## src/rtl/ptcq_pkg.sv

```systemverilog
// ----------------------------------------------------------------------------
// ptcq_pkg
// Shared types and codes for the pan/tilt tracking command queue.
// ----------------------------------------------------------------------------
package ptcq_pkg;

	// input item kinds (carried on s_tuser)
	localparam logic [1:0] ACT_TRACK  = 2'd0;
	localparam logic [1:0] ACT_TICK   = 2'd1;
	localparam logic [1:0] ACT_MANUAL = 2'd2;
	localparam logic [1:0] ACT_STOP   = 2'd3;

	// camera head command codes
	localparam logic [3:0] CMD_PAN_RIGHT = 4'd0;
	localparam logic [3:0] CMD_PAN_LEFT  = 4'd1;
	localparam logic [3:0] CMD_PAN_STOP  = 4'd2;
	localparam logic [3:0] CMD_TILT_UP   = 4'd3;
	localparam logic [3:0] CMD_TILT_DOWN = 4'd4;
	localparam logic [3:0] CMD_TILT_STOP = 4'd5;
	localparam logic [3:0] CMD_TELE      = 4'd6;
	localparam logic [3:0] CMD_WIDE      = 4'd7;
	localparam logic [3:0] CMD_ZOOM_STOP = 4'd8;
	localparam logic [3:0] CMD_PRESET    = 4'd9;
	localparam logic [3:0] CMD_HOME      = 4'd10;

	// axis motion state
	localparam logic [1:0] DIR_STOP = 2'd0;
	localparam logic [1:0] DIR_POS  = 2'd1;
	localparam logic [1:0] DIR_NEG  = 2'd2;

	localparam logic [3:0] SPEED_MAX = 4'd9;

	// configuration register indexes
	localparam logic [2:0] REG_CENTER_X       = 3'd0;
	localparam logic [2:0] REG_CENTER_Y       = 3'd1;
	localparam logic [2:0] REG_DEAD_ZONE      = 3'd2;
	localparam logic [2:0] REG_SPEED_LEVELS   = 3'd3;
	localparam logic [2:0] REG_ISSUE_INTERVAL = 3'd4;

	typedef struct packed {
		logic [3:0] cmd;
		logic [3:0] spd;
	} q_entry_t;

	typedef struct packed {
		logic     clear;
		logic     push;
		logic     pop;
		q_entry_t push_data;
	} q_ctrl_t;

endpackage

```

## src/rtl/pan_tilt_tracking_command_queue.sv

```systemverilog
// ----------------------------------------------------------------------------
// pan_tilt_tracking_command_queue
// Tracking-to-PTZ command generator with a ring command queue and tick-paced
// issue.
// ----------------------------------------------------------------------------
// One item at a time: s_tready is high only while the sequencer is idle. A
// tracking sample makes up to two runs (pan, then tilt) of the shared 16-step
// restoring divider, plus setup and queue update states. A tick that issues a
// command goes on to ST_TICK_OUT for the registered queue read, and waits
// there for the result register to drain. A stop request runs the queue clear
// and stop states; a manual command may run them before its own push.
// The result register lets new items in while an issued command still waits
// on m_tready. Queue entries need no clearing after reset.
// ----------------------------------------------------------------------------
module pan_tilt_tracking_command_queue #(
	parameter int QUEUE_DEPTH = 16
) (
	input  logic        clk,
	input  logic        arst_n,
	// config write port
	input  logic        cfg_we,
	input  logic [2:0]  cfg_index,
	input  logic [15:0] cfg_wdata,
	// input items
	input  logic        s_tvalid,
	output logic        s_tready,
	input  logic [31:0] s_tdata,   // x_pos[11:0], y_pos[23:12], manual_command[27:24],
	                               // manual_speed[31:28]
	input  logic [1:0]  s_tuser,   // action[1:0]
	// issued commands
	output logic        m_tvalid,
	input  logic        m_tready,
	output logic [7:0]  m_tdata    // command[3:0], speed[7:4]
);

	typedef enum logic [12:0] {
		ST_IDLE      = 13'b0000000000001,
		ST_TRK_SETUP = 13'b0000000000010,
		ST_TRK_START = 13'b0000000000100,
		ST_TRK_DIV   = 13'b0000000001000,
		ST_TRK_APPLY = 13'b0000000010000,
		ST_TICK      = 13'b0000000100000,
		ST_TICK_OUT  = 13'b0000001000000,
		ST_MAN       = 13'b0000010000000,
		ST_MAN_PUSH  = 13'b0000100000000,
		ST_STOP_CLR  = 13'b0001000000000,
		ST_STOP_PAN  = 13'b0010000000000,
		ST_STOP_TILT = 13'b0100000000000,
		ST_STOP_ZOOM = 13'b1000000000000
	} state_t;

	state_t state_q;

	// configuration
	logic [11:0] center_x_q;
	logic [11:0] center_y_q;
	logic [11:0] dead_zone_q;
	logic [3:0]  speed_levels_q;
	logic [15:0] issue_interval_q;

	// captured item
	logic [1:0]  action_q;
	logic [11:0] x_pos_q;
	logic [11:0] y_pos_q;
	logic [3:0]  mcmd_q;
	logic [3:0]  mspd_q;

	// tracking state
	logic [1:0]  pan_req_q;
	logic [1:0]  tilt_req_q;
	logic [3:0]  pan_last_q;
	logic [3:0]  tilt_last_q;
	logic [1:0]  pan_issued_q;
	logic [1:0]  tilt_issued_q;
	logic [1:0]  zoom_issued_q;
	logic [15:0] ticks_q;

	// per-axis working registers
	logic        axis_q;      // 0 pan, 1 tilt
	logic [1:0]  dir_q;
	logic        sat_q;
	logic        zero_q;
	logic [15:0] num_q;
	logic [11:0] den_q;
	logic [3:0]  spd_q;

	// output register
	logic        out_valid_q;
	logic [3:0]  out_cmd_q;
	logic [3:0]  out_spd_q;

	ptcq_pkg::q_ctrl_t  q_ctrl;
	ptcq_pkg::q_entry_t q_pop_data;
	logic               q_empty;

	logic        div_done;
	logic [15:0] div_quot;

	ptcq_queue #(
		.QUEUE_DEPTH(QUEUE_DEPTH)
	) u_queue (
		.clk     (clk),
		.arst_n  (arst_n),
		.ctrl    (q_ctrl),
		.empty   (q_empty),
		.pop_data(q_pop_data)
	);

	ptcq_divider u_div (
		.clk     (clk),
		.arst_n  (arst_n),
		.start   (state_q == ST_TRK_START && !sat_q && !zero_q),
		.num     (num_q),
		.den     (den_q),
		.done    (div_done),
		.quotient(div_quot)
	);

	// axis geometry
	logic signed [12:0] pos_s, ctr_s, dz_s, d_s, mag_s, mdiff_s, den_s;
	logic [15:0]        num_c;

	always_comb begin
		pos_s   = axis_q ? $signed({1'b0, y_pos_q}) : $signed({1'b0, x_pos_q});
		ctr_s   = axis_q ? $signed({1'b0, center_y_q}) : $signed({1'b0, center_x_q});
		dz_s    = $signed({1'b0, dead_zone_q});
		d_s     = pos_s - ctr_s;
		mag_s   = d_s[12] ? -d_s : d_s;
		mdiff_s = mag_s - dz_s;
		den_s   = ctr_s - dz_s;
		num_c   = {4'b0, mdiff_s[11:0]} * {12'b0, speed_levels_q};
	end

	// axis decision
	logic [1:0] req_cur;
	logic [3:0] last_cur;
	logic [3:0] base_cmd;
	logic       trk_push;
	logic [3:0] trk_cmd;
	logic [3:0] trk_spd;

	always_comb begin
		req_cur  = axis_q ? tilt_req_q : pan_req_q;
		last_cur = axis_q ? tilt_last_q : pan_last_q;
		base_cmd = axis_q ? ptcq_pkg::CMD_TILT_UP : ptcq_pkg::CMD_PAN_RIGHT;
		trk_push = 1'b0;
		trk_cmd  = base_cmd;
		trk_spd  = spd_q;
		unique case (dir_q)
			ptcq_pkg::DIR_POS: begin
				trk_push = req_cur != ptcq_pkg::DIR_POS || last_cur != spd_q;
			end
			ptcq_pkg::DIR_NEG: begin
				trk_push = req_cur != ptcq_pkg::DIR_NEG || last_cur != spd_q;
				trk_cmd  = base_cmd + 4'd1;
			end
			default: begin
				trk_push = req_cur != ptcq_pkg::DIR_STOP;
				trk_cmd  = base_cmd + 4'd2;
				trk_spd  = '0;
			end
		endcase
	end

	// tick pacing
	logic [15:0] ticks_inc;
	logic        tick_fire;
	logic        out_free;
	logic        man_plain;

	assign ticks_inc = (ticks_q == 16'hFFFF) ? ticks_q : ticks_q + 16'd1;
	assign tick_fire = !q_empty && ticks_inc >= issue_interval_q;
	assign out_free  = !out_valid_q || m_tready;
	// these manual codes go in without a full stop first
	assign man_plain = mcmd_q == ptcq_pkg::CMD_PAN_STOP || mcmd_q == ptcq_pkg::CMD_TILT_STOP ||
	                   mcmd_q == ptcq_pkg::CMD_ZOOM_STOP || mcmd_q == ptcq_pkg::CMD_PRESET;

	always_comb begin
		q_ctrl           = '0;
		q_ctrl.push_data = '0;
		unique case (state_q)
			ST_TRK_APPLY: begin
				q_ctrl.push      = trk_push;
				q_ctrl.push_data = '{cmd: trk_cmd, spd: trk_spd};
			end
			ST_TICK:      q_ctrl.pop = tick_fire;
			ST_MAN_PUSH: begin
				q_ctrl.push      = 1'b1;
				q_ctrl.push_data = '{cmd: mcmd_q,
				                     spd: (mspd_q > ptcq_pkg::SPEED_MAX) ? ptcq_pkg::SPEED_MAX
				                                                         : mspd_q};
			end
			ST_STOP_CLR:  q_ctrl.clear = 1'b1;
			ST_STOP_PAN: begin
				q_ctrl.push      = pan_issued_q != ptcq_pkg::DIR_STOP;
				q_ctrl.push_data = '{cmd: ptcq_pkg::CMD_PAN_STOP, spd: 4'd0};
			end
			ST_STOP_TILT: begin
				q_ctrl.push      = tilt_issued_q != ptcq_pkg::DIR_STOP;
				q_ctrl.push_data = '{cmd: ptcq_pkg::CMD_TILT_STOP, spd: 4'd0};
			end
			ST_STOP_ZOOM: begin
				q_ctrl.push      = zoom_issued_q != ptcq_pkg::DIR_STOP;
				q_ctrl.push_data = '{cmd: ptcq_pkg::CMD_ZOOM_STOP, spd: 4'd0};
			end
			default: ;
		endcase
	end

	// configuration writes
	always_ff @(posedge clk or negedge arst_n) begin
		if (!arst_n) begin
			center_x_q       <= 12'd320;
			center_y_q       <= 12'd240;
			dead_zone_q      <= 12'd40;
			speed_levels_q   <= 4'd7;
			issue_interval_q <= 16'd100;
		end else if (cfg_we) begin
			unique case (cfg_index)
				ptcq_pkg::REG_CENTER_X:       center_x_q       <= cfg_wdata[11:0];
				ptcq_pkg::REG_CENTER_Y:       center_y_q       <= cfg_wdata[11:0];
				ptcq_pkg::REG_DEAD_ZONE:      dead_zone_q      <= cfg_wdata[11:0];
				ptcq_pkg::REG_SPEED_LEVELS:   speed_levels_q   <= cfg_wdata[3:0];
				ptcq_pkg::REG_ISSUE_INTERVAL: issue_interval_q <= cfg_wdata;
				default: ;
			endcase
		end
	end

	// captured item and axis working values
	always_ff @(posedge clk) begin
		if (s_tvalid && s_tready) begin
			action_q <= s_tuser;
			x_pos_q  <= s_tdata[11:0];
			y_pos_q  <= s_tdata[23:12];
			mcmd_q   <= s_tdata[27:24];
			mspd_q   <= s_tdata[31:28];
		end
		if (state_q == ST_TRK_SETUP) begin
			if (d_s > dz_s)       dir_q <= ptcq_pkg::DIR_POS;
			else if (d_s < -dz_s) dir_q <= ptcq_pkg::DIR_NEG;
			else                  dir_q <= ptcq_pkg::DIR_STOP;
			sat_q  <= den_s <= 13'sd0;
			zero_q <= mdiff_s <= 13'sd0;
			num_q  <= num_c;
			den_q  <= den_s[11:0];
		end
		if (state_q == ST_TRK_START) begin
			if (sat_q)       spd_q <= ptcq_pkg::SPEED_MAX;
			else if (zero_q) spd_q <= '0;
		end
		if (state_q == ST_TRK_DIV && div_done) begin
			spd_q <= (div_quot > 16'(ptcq_pkg::SPEED_MAX)) ? ptcq_pkg::SPEED_MAX : div_quot[3:0];
		end
		if (state_q == ST_TICK_OUT && out_free) begin
			out_cmd_q <= q_pop_data.cmd;
			out_spd_q <= q_pop_data.spd;
		end
	end

	// sequencer
	always_ff @(posedge clk or negedge arst_n) begin
		if (!arst_n) begin
			state_q       <= ST_IDLE;
			axis_q        <= 1'b0;
			pan_req_q     <= ptcq_pkg::DIR_STOP;
			tilt_req_q    <= ptcq_pkg::DIR_STOP;
			pan_last_q    <= '0;
			tilt_last_q   <= '0;
			pan_issued_q  <= ptcq_pkg::DIR_STOP;
			tilt_issued_q <= ptcq_pkg::DIR_STOP;
			zoom_issued_q <= ptcq_pkg::DIR_STOP;
			ticks_q       <= '0;
			out_valid_q   <= 1'b0;
		end else begin
			// a reload in ST_TICK_OUT takes the place of the clear
			if (m_tvalid && m_tready && !(state_q == ST_TICK_OUT && out_free))
				out_valid_q <= 1'b0;
			unique case (state_q)
				ST_IDLE: begin
					if (s_tvalid) begin
						axis_q <= 1'b0;
						unique case (s_tuser)
							ptcq_pkg::ACT_TRACK:  state_q <= ST_TRK_SETUP;
							ptcq_pkg::ACT_TICK:   state_q <= ST_TICK;
							ptcq_pkg::ACT_MANUAL: state_q <= ST_MAN;
							default:              state_q <= ST_STOP_CLR;
						endcase
					end
				end
				ST_TRK_SETUP: state_q <= ST_TRK_START;
				ST_TRK_START: state_q <= (sat_q || zero_q) ? ST_TRK_APPLY : ST_TRK_DIV;
				ST_TRK_DIV:   if (div_done) state_q <= ST_TRK_APPLY;
				ST_TRK_APPLY: begin
					if (trk_push) begin
						if (axis_q) begin
							tilt_req_q <= dir_q;
							if (dir_q != ptcq_pkg::DIR_STOP) tilt_last_q <= spd_q;
						end else begin
							pan_req_q <= dir_q;
							if (dir_q != ptcq_pkg::DIR_STOP) pan_last_q <= spd_q;
						end
					end
					axis_q  <= 1'b1;
					state_q <= axis_q ? ST_IDLE : ST_TRK_SETUP;
				end
				ST_TICK: begin
					ticks_q <= tick_fire ? '0 : ticks_inc;
					state_q <= tick_fire ? ST_TICK_OUT : ST_IDLE;
				end
				ST_TICK_OUT: begin
					if (out_free) begin
						out_valid_q <= 1'b1;
						unique case (q_pop_data.cmd)
							ptcq_pkg::CMD_PAN_RIGHT: pan_issued_q  <= ptcq_pkg::DIR_POS;
							ptcq_pkg::CMD_PAN_LEFT:  pan_issued_q  <= ptcq_pkg::DIR_NEG;
							ptcq_pkg::CMD_PAN_STOP:  pan_issued_q  <= ptcq_pkg::DIR_STOP;
							ptcq_pkg::CMD_TILT_UP:   tilt_issued_q <= ptcq_pkg::DIR_POS;
							ptcq_pkg::CMD_TILT_DOWN: tilt_issued_q <= ptcq_pkg::DIR_NEG;
							ptcq_pkg::CMD_TILT_STOP: tilt_issued_q <= ptcq_pkg::DIR_STOP;
							ptcq_pkg::CMD_TELE:      zoom_issued_q <= ptcq_pkg::DIR_POS;
							ptcq_pkg::CMD_WIDE:      zoom_issued_q <= ptcq_pkg::DIR_NEG;
							ptcq_pkg::CMD_ZOOM_STOP: zoom_issued_q <= ptcq_pkg::DIR_STOP;
							default: ;
						endcase
						state_q <= ST_IDLE;
					end
				end
				ST_MAN: begin
					if (mcmd_q > ptcq_pkg::CMD_HOME) state_q <= ST_IDLE;
					else if (man_plain)              state_q <= ST_MAN_PUSH;
					else                             state_q <= ST_STOP_CLR;
				end
				ST_MAN_PUSH:  state_q <= ST_IDLE;
				ST_STOP_CLR:  state_q <= ST_STOP_PAN;
				ST_STOP_PAN:  state_q <= ST_STOP_TILT;
				ST_STOP_TILT: state_q <= ST_STOP_ZOOM;
				ST_STOP_ZOOM: begin
					pan_req_q     <= ptcq_pkg::DIR_STOP;
					tilt_req_q    <= ptcq_pkg::DIR_STOP;
					pan_last_q    <= '0;
					tilt_last_q   <= '0;
					pan_issued_q  <= ptcq_pkg::DIR_STOP;
					tilt_issued_q <= ptcq_pkg::DIR_STOP;
					zoom_issued_q <= ptcq_pkg::DIR_STOP;
					state_q <= (action_q == ptcq_pkg::ACT_MANUAL) ? ST_MAN_PUSH : ST_IDLE;
				end
				default: state_q <= ST_IDLE;
			endcase
		end
	end

	assign s_tready = state_q == ST_IDLE;
	assign m_tvalid = out_valid_q;
	assign m_tdata  = {out_spd_q, out_cmd_q};

endmodule

```

## src/rtl/ptcq_divider.sv

```systemverilog
// ----------------------------------------------------------------------------
// ptcq_divider
// Restoring radix-2 divider, 16-bit dividend by 12-bit divisor, one quotient
// bit per cycle. done pulses high for one cycle together with the final quotient.
// ----------------------------------------------------------------------------
module ptcq_divider (
	input  logic        clk,
	input  logic        arst_n,
	input  logic        start,
	input  logic [15:0] num,
	input  logic [11:0] den,
	output logic        done,
	output logic [15:0] quotient
);

	logic        busy_q;
	logic        done_q;
	logic [3:0]  cnt_q;
	logic [15:0] quo_q;
	logic [11:0] den_q;
	logic [11:0] rem_q;
	logic [12:0] trial;
	logic        fits;

	assign trial = {rem_q, quo_q[15]};
	assign fits  = trial >= {1'b0, den_q};

	always_ff @(posedge clk or negedge arst_n) begin
		if (!arst_n) begin
			busy_q <= 1'b0;
			done_q <= 1'b0;
			cnt_q  <= '0;
		end else begin
			done_q <= 1'b0;
			if (start) begin
				busy_q <= 1'b1;
				cnt_q  <= '0;
			end else if (busy_q) begin
				cnt_q <= cnt_q + 4'd1;
				if (cnt_q == 4'd15) begin
					busy_q <= 1'b0;
					done_q <= 1'b1;
				end
			end
		end
	end

	// dividend shifts out the top while quotient bits shift in at the bottom
	always_ff @(posedge clk) begin
		if (start) begin
			quo_q <= num;
			den_q <= den;
			rem_q <= '0;
		end else if (busy_q) begin
			quo_q <= {quo_q[14:0], fits};
			rem_q <= fits ? 12'(trial - {1'b0, den_q}) : trial[11:0];
		end
	end

	assign done     = done_q;
	assign quotient = quo_q;

endmodule

```

## src/rtl/ptcq_queue.sv

```systemverilog
// ----------------------------------------------------------------------------
// ptcq_queue
// Ring queue of commands. Holds up to QUEUE_DEPTH-1 entries; a push into a
// full queue is dropped. Pop advances the head and registers that entry.
// ----------------------------------------------------------------------------
module ptcq_queue #(
	parameter int QUEUE_DEPTH = 16
) (
	input  logic              clk,
	input  logic              arst_n,
	input  ptcq_pkg::q_ctrl_t ctrl,
	output logic              empty,
	output ptcq_pkg::q_entry_t pop_data
);

	localparam int AW = (QUEUE_DEPTH > 1) ? $clog2(QUEUE_DEPTH) : 1;
	localparam logic [AW-1:0] LAST = AW'(QUEUE_DEPTH - 1);

	ptcq_pkg::q_entry_t mem [QUEUE_DEPTH];
	ptcq_pkg::q_entry_t rd_data_q;

	logic [AW-1:0] head_q;
	logic [AW-1:0] tail_q;
	logic [AW-1:0] head_nxt;
	logic [AW-1:0] tail_nxt;
	logic          full;
	logic          do_push;

	assign head_nxt = (head_q == LAST) ? '0 : head_q + 1'b1;
	assign tail_nxt = (tail_q == LAST) ? '0 : tail_q + 1'b1;
	assign full     = tail_nxt == head_q;
	assign empty    = head_q == tail_q;
	assign do_push  = ctrl.push && !full;

	always_ff @(posedge clk or negedge arst_n) begin
		if (!arst_n) begin
			head_q <= '0;
			tail_q <= '0;
		end else if (ctrl.clear) begin
			head_q <= '0;
			tail_q <= '0;
		end else begin
			if (do_push) tail_q <= tail_nxt;
			if (ctrl.pop) head_q <= head_nxt;
		end
	end

	always_ff @(posedge clk) begin
		if (do_push && !ctrl.clear) mem[tail_nxt] <= ctrl.push_data;
	end

	always_ff @(posedge clk) begin
		if (ctrl.pop) rd_data_q <= mem[head_nxt];
	end

	assign pop_data = rd_data_q;

endmodule

```

## config.mk

```make
export PLATFORM = sky130hd
export DESIGN_NAME = pan_tilt_tracking_command_queue
export DESIGN_NICKNAME = d
export VERILOG_FILES = /design/src/rtl/ptcq_pkg.sv /design/src/rtl/pan_tilt_tracking_command_queue.sv /design/src/rtl/ptcq_divider.sv /design/src/rtl/ptcq_queue.sv
export SDC_FILE = /design/constraint.sdc
export NUM_CORES = 1
export LEC_CHECK = 0
export ABC_AREA = 1
export ABC_CLOCK_PERIOD_IN_PS = 8750
export CAP_MARGIN = 20
export CORE_AREA = 2 2 299 213
export DETAILED_ROUTE_END_ITERATION = 16
export DIE_AREA = 0 0 301 215
export DONT_BUFFER_PORTS = 1
export SETUP_SLACK_MARGIN = 0.4
export SLEW_MARGIN = 25
export SYNTH_ARGS = -nofsm -noshare
export SYNTH_HDL_FRONTEND = slang
export SYNTH_SLANG_ARGS = --single-unit
export TNS_END_PERCENT = 20
```

## constraint.sdc

```tcl
create_clock -name clk -period 8.75 [get_ports clk]
set_input_delay 0 -clock clk [delete_from_list [all_inputs] [get_ports clk]]
set_output_delay 0 -clock clk [all_outputs]
set_load 0.01 [all_outputs]
```

==> results of run 1 <==
[synth_stat cells (all sizes together) (19+ instances only)]
library cell / instances
edfxtp: 242
nand2: 569
inv: 304
clkbuf: 27
a21oi: 77
ha: 120
xnor2: 19
xor2: 55
o21ai: 206
fa: 24
nor2: 251
nor3: 30
buf: 23
dfrtp: 104
or2: 19
o221ai: 25
nand4: 27
nand3: 141
[worst max-delay path, delay by kind of cell (launching register included)]
family | cells | cell delay [ns]
simple gates | 12 | 1.42
flops | 1 | 0.38
fa+ha+maj | 6 | 2.39
xor+xnor | 1 | 0.17
compound gates | 7 | 1.25
buf+inv | 8 | 0.95
[cell type report]
cell class / instances / area, µm²
Clock buffer: 48 / 1040
Clock inverter: 21 / 278
Fill cell: 6049 / 37800
Inverter: 309 / 1180
Multi-Input combinational cell: 1645 / 9540
Sequential cell: 373 / 10500
Tap cell: 829 / 1040
Timing Repair Buffer: 77 / 746
[flip-flops by register name, indices dropped and copies added, names as in the netlist, 8 cells and up]
name / count
center_x_q: 12
center_y_q: 12
dead_zone_q: 12
den_q: 12
issue_interval_q: 16
num_q: 16
state_q: 13
ticks_q: 16
u_div.den_q: 12
u_div.quotient: 16
u_div.rem_q: 12
u_queue.mem: 128
u_queue.pop_data: 8
x_pos_q: 12
y_pos_q: 12
[stage by stage]
stage	setup slack (ns)	hold slack, ns	total power, mW	util	instance area, µm²
final	1.93	-0.00964	9.12	0.391	24300
after detailed placement	1.98	-0.271	7.36	0.360	22400
after global routing	1.33	0.0308	10.0	0.391	24300
after floorplan	2.62	-0.296	6.20	-	21400
after global placement	2.10	-0.271	7.30	0.360	22400
after CTS	1.98	0.0170	9.15	0.391	24300
[metal layers]
layer	part of all wire	vias up	track usage
met2	0.41	466	0.237
met4	0.015	2	0.0330
met3	0.065	59	0.0314
li1	-	8094	-
met1	0.51	7712	0.264
met5	0.00024	-	0
[where the power goes]
| group | total [mW] | internal (mW) | switching [mW] | leakage, nW |
|---|---|---|---|---|
| clock network | 1.71 | 0.982 | 0.732 | 0.633 |
| registers | 2.33 | 2.23 | 0.102 | 3.71 |
| logic | 5.07 | 1.81 | 3.26 | 6.26 |
[final timing paths]
check | from | to | slack [ns]
max in group asynchronous | arst_n | issue_interval_q[4] | 8.12
min in group asynchronous | arst_n | zoom_issued_q[1] | 0.01
max reg2reg | axis_q | num_q[12] | 1.93
max | axis_q | num_q[12] | 1.93
min reg2reg | u_queue.pop_data[0] | out_spd_q[0] | 0.42
min | cfg_we | issue_interval_q[6] | -0.01
[cells by family (layout without fill, tap and decap cells)]
group / count (synthesis) / in the layout / share of synthesized area
DFF: 373 / 373 / 0.490
adders and majority gates: 144 / 144 / 0.0925
and+or+nand+nor: 1058 / 1058 / 0.222
AOI/OAI and AO/OA: 368 / 368 / 0.0976
buffers and inverters: 359 / 455 / 0.0658
xor gates and xnor gates: 74 / 74 / 0.0316
muxes: 1 / 1 / 0.000467
[what timing repair did]
item                       4_1_cts  5_1_grt
hold endpoints to repair       223        0
setup endpoints to repair        0        0
gates resized for setup          0        0
hold buffers                    60        0
==> metrics.txt, run 1 <==
syn_nets 2579; CTS H-tree depth 2; Final setup violation count 0; post-DP HPWL 39.9 mm; # Post-CTS Setup Buffers 0; status finished, violations left; unrepaired setup endpoints after global routing no; clock sinks between 300 and 400; DIE HEIGHT 215 µm; Slew Viols, Final 0; Synth Cell Area 21400 µm²; Crit path required time 9.06 ns; Ports 68; Skew-Pair Late Insertion Delay 0.58 ns; type of the worst min-delay path input port to flip-flop; Die ar. 64700 µm²; CP Capture Type flip-flop; DR iter-0 viols 1471; most frequent cells in the layout 540 x nand2_1, 285 x inv_1, 242 x edfxtp_1; worst-path fanout max 35; chip width 301 µm; total gr overflow 0; Synth area leaders edfxtp_1 34%, dfrtp_1 12%, nand2_1 9.5%; WHS Path Cells 2; syn_area_per_cell approximately 9 µm²; post-route ant nets 0; worst-case vdd ir drop roughly 0.38 mV; FF+latch count, synth 373; post-synth cell types 62; Warnings, synthesis 0; Vias roughly 16000; fraction of registers with async set/reset 0.319; Tmin final 6.82 ns; Max Cap Viol 0; clock slew at reported path FFs around 0.06 ns; dpl cells 3173; Avg WL per Cell ~16 µm; worst r2r path cells 34; Main synth FF type edfxtp_1; routed wire length 54.4 mm; vias in the first global route 15489; CTS buffer count 40; Sum Neg Setup Slack 0 ns; Ant. Diodes 0; top-area cell type share of the netlist area 0.339; Hold Fails Final Rpt 2; drt first pass iters 6; row count 77; sequential-to-total area share from yosys stat 0.490; final cell count without fillers 3302; Yosys top cell by area edfxtp_1; most common cell after layout, fill and taps aside nand2_1; Max Freq 0.147 GHz; Slew HR 0.332; share of post-route cells with drive strength above 1 0.0837; largest net degree at the start of global routing 120; power density over the cells 375 nW/µm²; Final Skew about 0.043 ns; CP Class flip-flop to flip-flop; Tcrit/Tclk final 0.779; CORE AREA 62100 µm²; post-DR vias/cell slightly below 5; TritonCTS clock tree yes; area grow syn2layout 13.5%; Crit path arrival time 7.13 ns; root buffer cell clkbuf_16; GPL Wtd Cong 0.879; # DRC 0; # port buffers 0; Starting Density 0.345; CTS Buffer Depth 3; worst hold slack -0.00964 ns; global-route wire length before repair 85.9 mm; Mapped Cells roughly 2400; crit start category flip-flop; pin slew with the least headroom to its limit 1.00 ns; CP max stage delay 0.54 ns; leakage 10.6 nW; critical path's slowest cell fa_1; failing checks hold timing; Nets 2648; Post-synth EDFFs 242; initial antenna violation count 2; gr usage total 0.168
(Power assumes the default switching activity.)
==> inputs of run 2 (changes only) <==
--- a/config.mk
+++ b/config.mk
@@ -6,7 +6,7 @@
 export NUM_CORES = 1
 export LEC_CHECK = 0
 export ABC_AREA = 1
-export ABC_CLOCK_PERIOD_IN_PS = 8750
+export ABC_CLOCK_PERIOD_IN_PS = 5800
 export CAP_MARGIN = 20
 export CORE_AREA = 2 2 299 213
 export DETAILED_ROUTE_END_ITERATION = 16
==> constraint.sdc (replaced) <==
create_clock -name clk -period 5.8 [get_ports clk]
set_input_delay 0 -clock clk [delete_from_list [all_inputs] [get_ports clk]]
set_output_delay 0 -clock clk [all_outputs]
set_load 0.01 [all_outputs]
==> metrics.txt, run 2 (synthesis gave the netlist of run 1 again) <==
Starting Density 0.345 (unchanged); CTS Buffer Depth 3 (unchanged); CTS buffer count 40 (unchanged); Worst R2R Setup Slack -0.005 ns (-1.94 ns); Crit. Startpoint axis_q; largest net degree at the start of global routing 120 (unchanged); CTS H-tree depth 2 (unchanged); Most Frequent Cell on Critical Path inv_2; worst-case vdd ir drop 0.904 mV (+140%); DR iter-0 viols 1536 (+4.4%); register bank with the most flops u_queue.mem; post-DR vias/cell 4.95 (+0.14%); R2R Path Start axis_q; CP Capture Type flip-flop; Crit path required time 6.12 ns (-2.94 ns); NetSw 8.13 mW (+98%); Avg WL per Cell 16.2 µm (-1.4%); critical path's slowest cell fa_1; Slew HR 0.317 (-0.0150); Nets 2795 (+5.6%); most frequent cells in the layout 515 x nand2_1, 267 x inv_1, 242 x edfxtp_1; Die ar. 64700 µm² (unchanged); worst-path fanout max 9 (-74%); # DRC 0 (unchanged); clock network fraction of total power 0.136 (-0.052); Crit path arrival time 6.13 ns (-1.00 ns); Skew-Pair Late Insertion Delay 0.58 ns (about the same); WHS Path Cells 2 (unchanged); max layer used met5; Core Util, Final 0.421 (+0.0300); gr usage total 0.173 (+0.00545); CP Class flip-flop to flip-flop; Ant. Diodes 0 (unchanged); Tmin final 5.80 ns (-1.01 ns); post-route ant nets 0 (unchanged); routed wire length 56.1 mm (+3.1%); failing checks hold timing, setup timing; share of post-route cells with drive strength above 1 0.184 (+0.100); clock slew at reported path FFs 0.07 ns (about the same); GPL Wtd Cong 0.893 (+1.6%); clock sinks 373 (unchanged); switch share 0.428 (-0.0214); final cell count without fillers 3453 (+4.6%); worst r2r path cells 32 (-5.9%); global-route wire length before repair 89.8 mm (+4.6%); DIE HEIGHT 215 µm (unchanged); CORE AREA 62100 µm² (unchanged); # port buffers 0 (unchanged); initial antenna violation count 1 (-1); chip width 301 µm (unchanged); Vias 17103 (+4.7%); vias in the first global route 16490 (+6.5%); dpl cells 3297 (+3.9%); hold wc startpoint cfg_we; worst hold slack -0.0565 ns (-0.0469 ns); internal power 10.9 mW (+120%); WL met2 23.1 mm (+3.7%); hold path endpoint issue_interval_q[2]; most common cell after layout, fill and taps aside nand2_1; Met3 Wirelength 3.72 mm (+5.4%); crit start category flip-flop; area grow syn2layout 22.2%; Tcrit/Tclk final 1.00 (+0.222); Final Skew 0.0358 ns (-0.00690 ns); power density over the cells 725 nW/µm² (+93%); Max Cap Viol 0 (unchanged); pin slew with the least headroom to its limit 1.02 ns (+0.0174 ns); total gr overflow 0 (unchanged); root buffer cell clkbuf_16; post-DP HPWL 40.8 mm (+2.1%); type of the worst min-delay path input port to flip-flop; row count 77 (unchanged); Final setup violation count 2 (+2); CP max stage delay 0.51 ns (-0.03 ns); Critical R2R Capture num_q[13]; combinational power share 0.678 (+0.122); leakage 11.4 nW (+7.8%); Hold Fails Final Rpt 14 (+12); unrepaired setup endpoints after global routing yes; TritonCTS clock tree yes; drt first pass iters 5 (-1); Flop pwr share 0.186 (-0.070); status finished, violations left; max reg flops 128 (unchanged); M1 wire length 28.4 mm (+2.0%); Slew Viols, Final 0 (unchanged); Max Freq 0.172 GHz (+17%); Setup WS post-layout -0.00461 ns (-1.94 ns); Ports 68 (unchanged)
==> run 2: through the flow <==
step / cell area, µm² / worst slack, ns / hold WS, ns / power, mW / setup TNS, ns
after floorplan: 21600 / 0.104 / -0.296 / 10.1 / 0
after global placement: 23500 / -0.238 / -0.282 / 13.7 / -1.31
after detailed placement: 23500 / -0.295 / -0.282 / 13.8 / -2.05
after CTS: 25800 / -0.000784 / 0.00106 / 17.9 / -0.000784
after global routing: 26200 / -0.327 / 0.00888 / 20.6 / -1.85
final: 26200 / -0.00461 / -0.0565 / 19.0 / -0.00688
==> run 2: power by group through the flow <==
stage | sequential, mW | clock, mW | combinational [mW]
floorplan | 3.52 | 0 | 6.59
global placement | 3.57 | 0 | 10.2
detailed placement | 3.57 | 0 | 10.3
CTS | 3.53 | 2.64 | 11.8
global route | 3.55 | 2.75 | 14.3
finish | 3.53 | 2.58 | 12.9
==> run 2: critical path: cells and delay by family, from the launching register on <==
| kind | cells | cell delay [ns] |
|---|---|---|
| AOI/OAI and AO/OA | 4 | 0.55 |
| muxes | 1 | 0.27 |
| adders and majority gates | 6 | 2.11 |
| and+or+nand+nor | 10 | 1.01 |
| buffers and inverters | 8 | 0.67 |
| DFF | 1 | 0.39 |
| xor gates and xnor gates | 3 | 0.55 |
==> run 2: routing by layer <==
layer | vias to the layer above | GRT usage
met5 | - | 0
met4 | 2 | 0.0411
met3 | 70 | 0.0285
met2 | 496 | 0.247
met1 | 8153 | 0.270
li1 | 8382 | -
==> run 2: timing repair <==
action	CTS	global route
hold buffers	61	0
endpoints found under the hold margin	223	0
cloned	0	0
setup endpoints to repair	12	12
buffers inserted	13	9
pin swaps	56	42
resized for setup	65	76
==> run 2: cell type report <==
type | instances | area, µm²
clock buffers | 52 | 1060
flip-flops and latches | 373 | 10500
well taps | 829 | 1040
clock inverters | 21 | 256
multi-input cells | 1645 | 10300
fillers | 6007 | 36000
inverters | 309 | 1180
repair buffers | 224 | 1870
==> run 2: worst max path at each step <==
stage / end / slack [ns] / depth (start not counted)
finish: num_q[13] / -0.005 / 32
global route: num_q[13] / -0.33 / 36
global placement: num_q[12] / -0.24 / 33
CTS: num_q[13] / -0.0008 / 36
detailed placement: num_q[11] / -0.29 / 31
floorplan: num_q[13] / 0.10 / 32
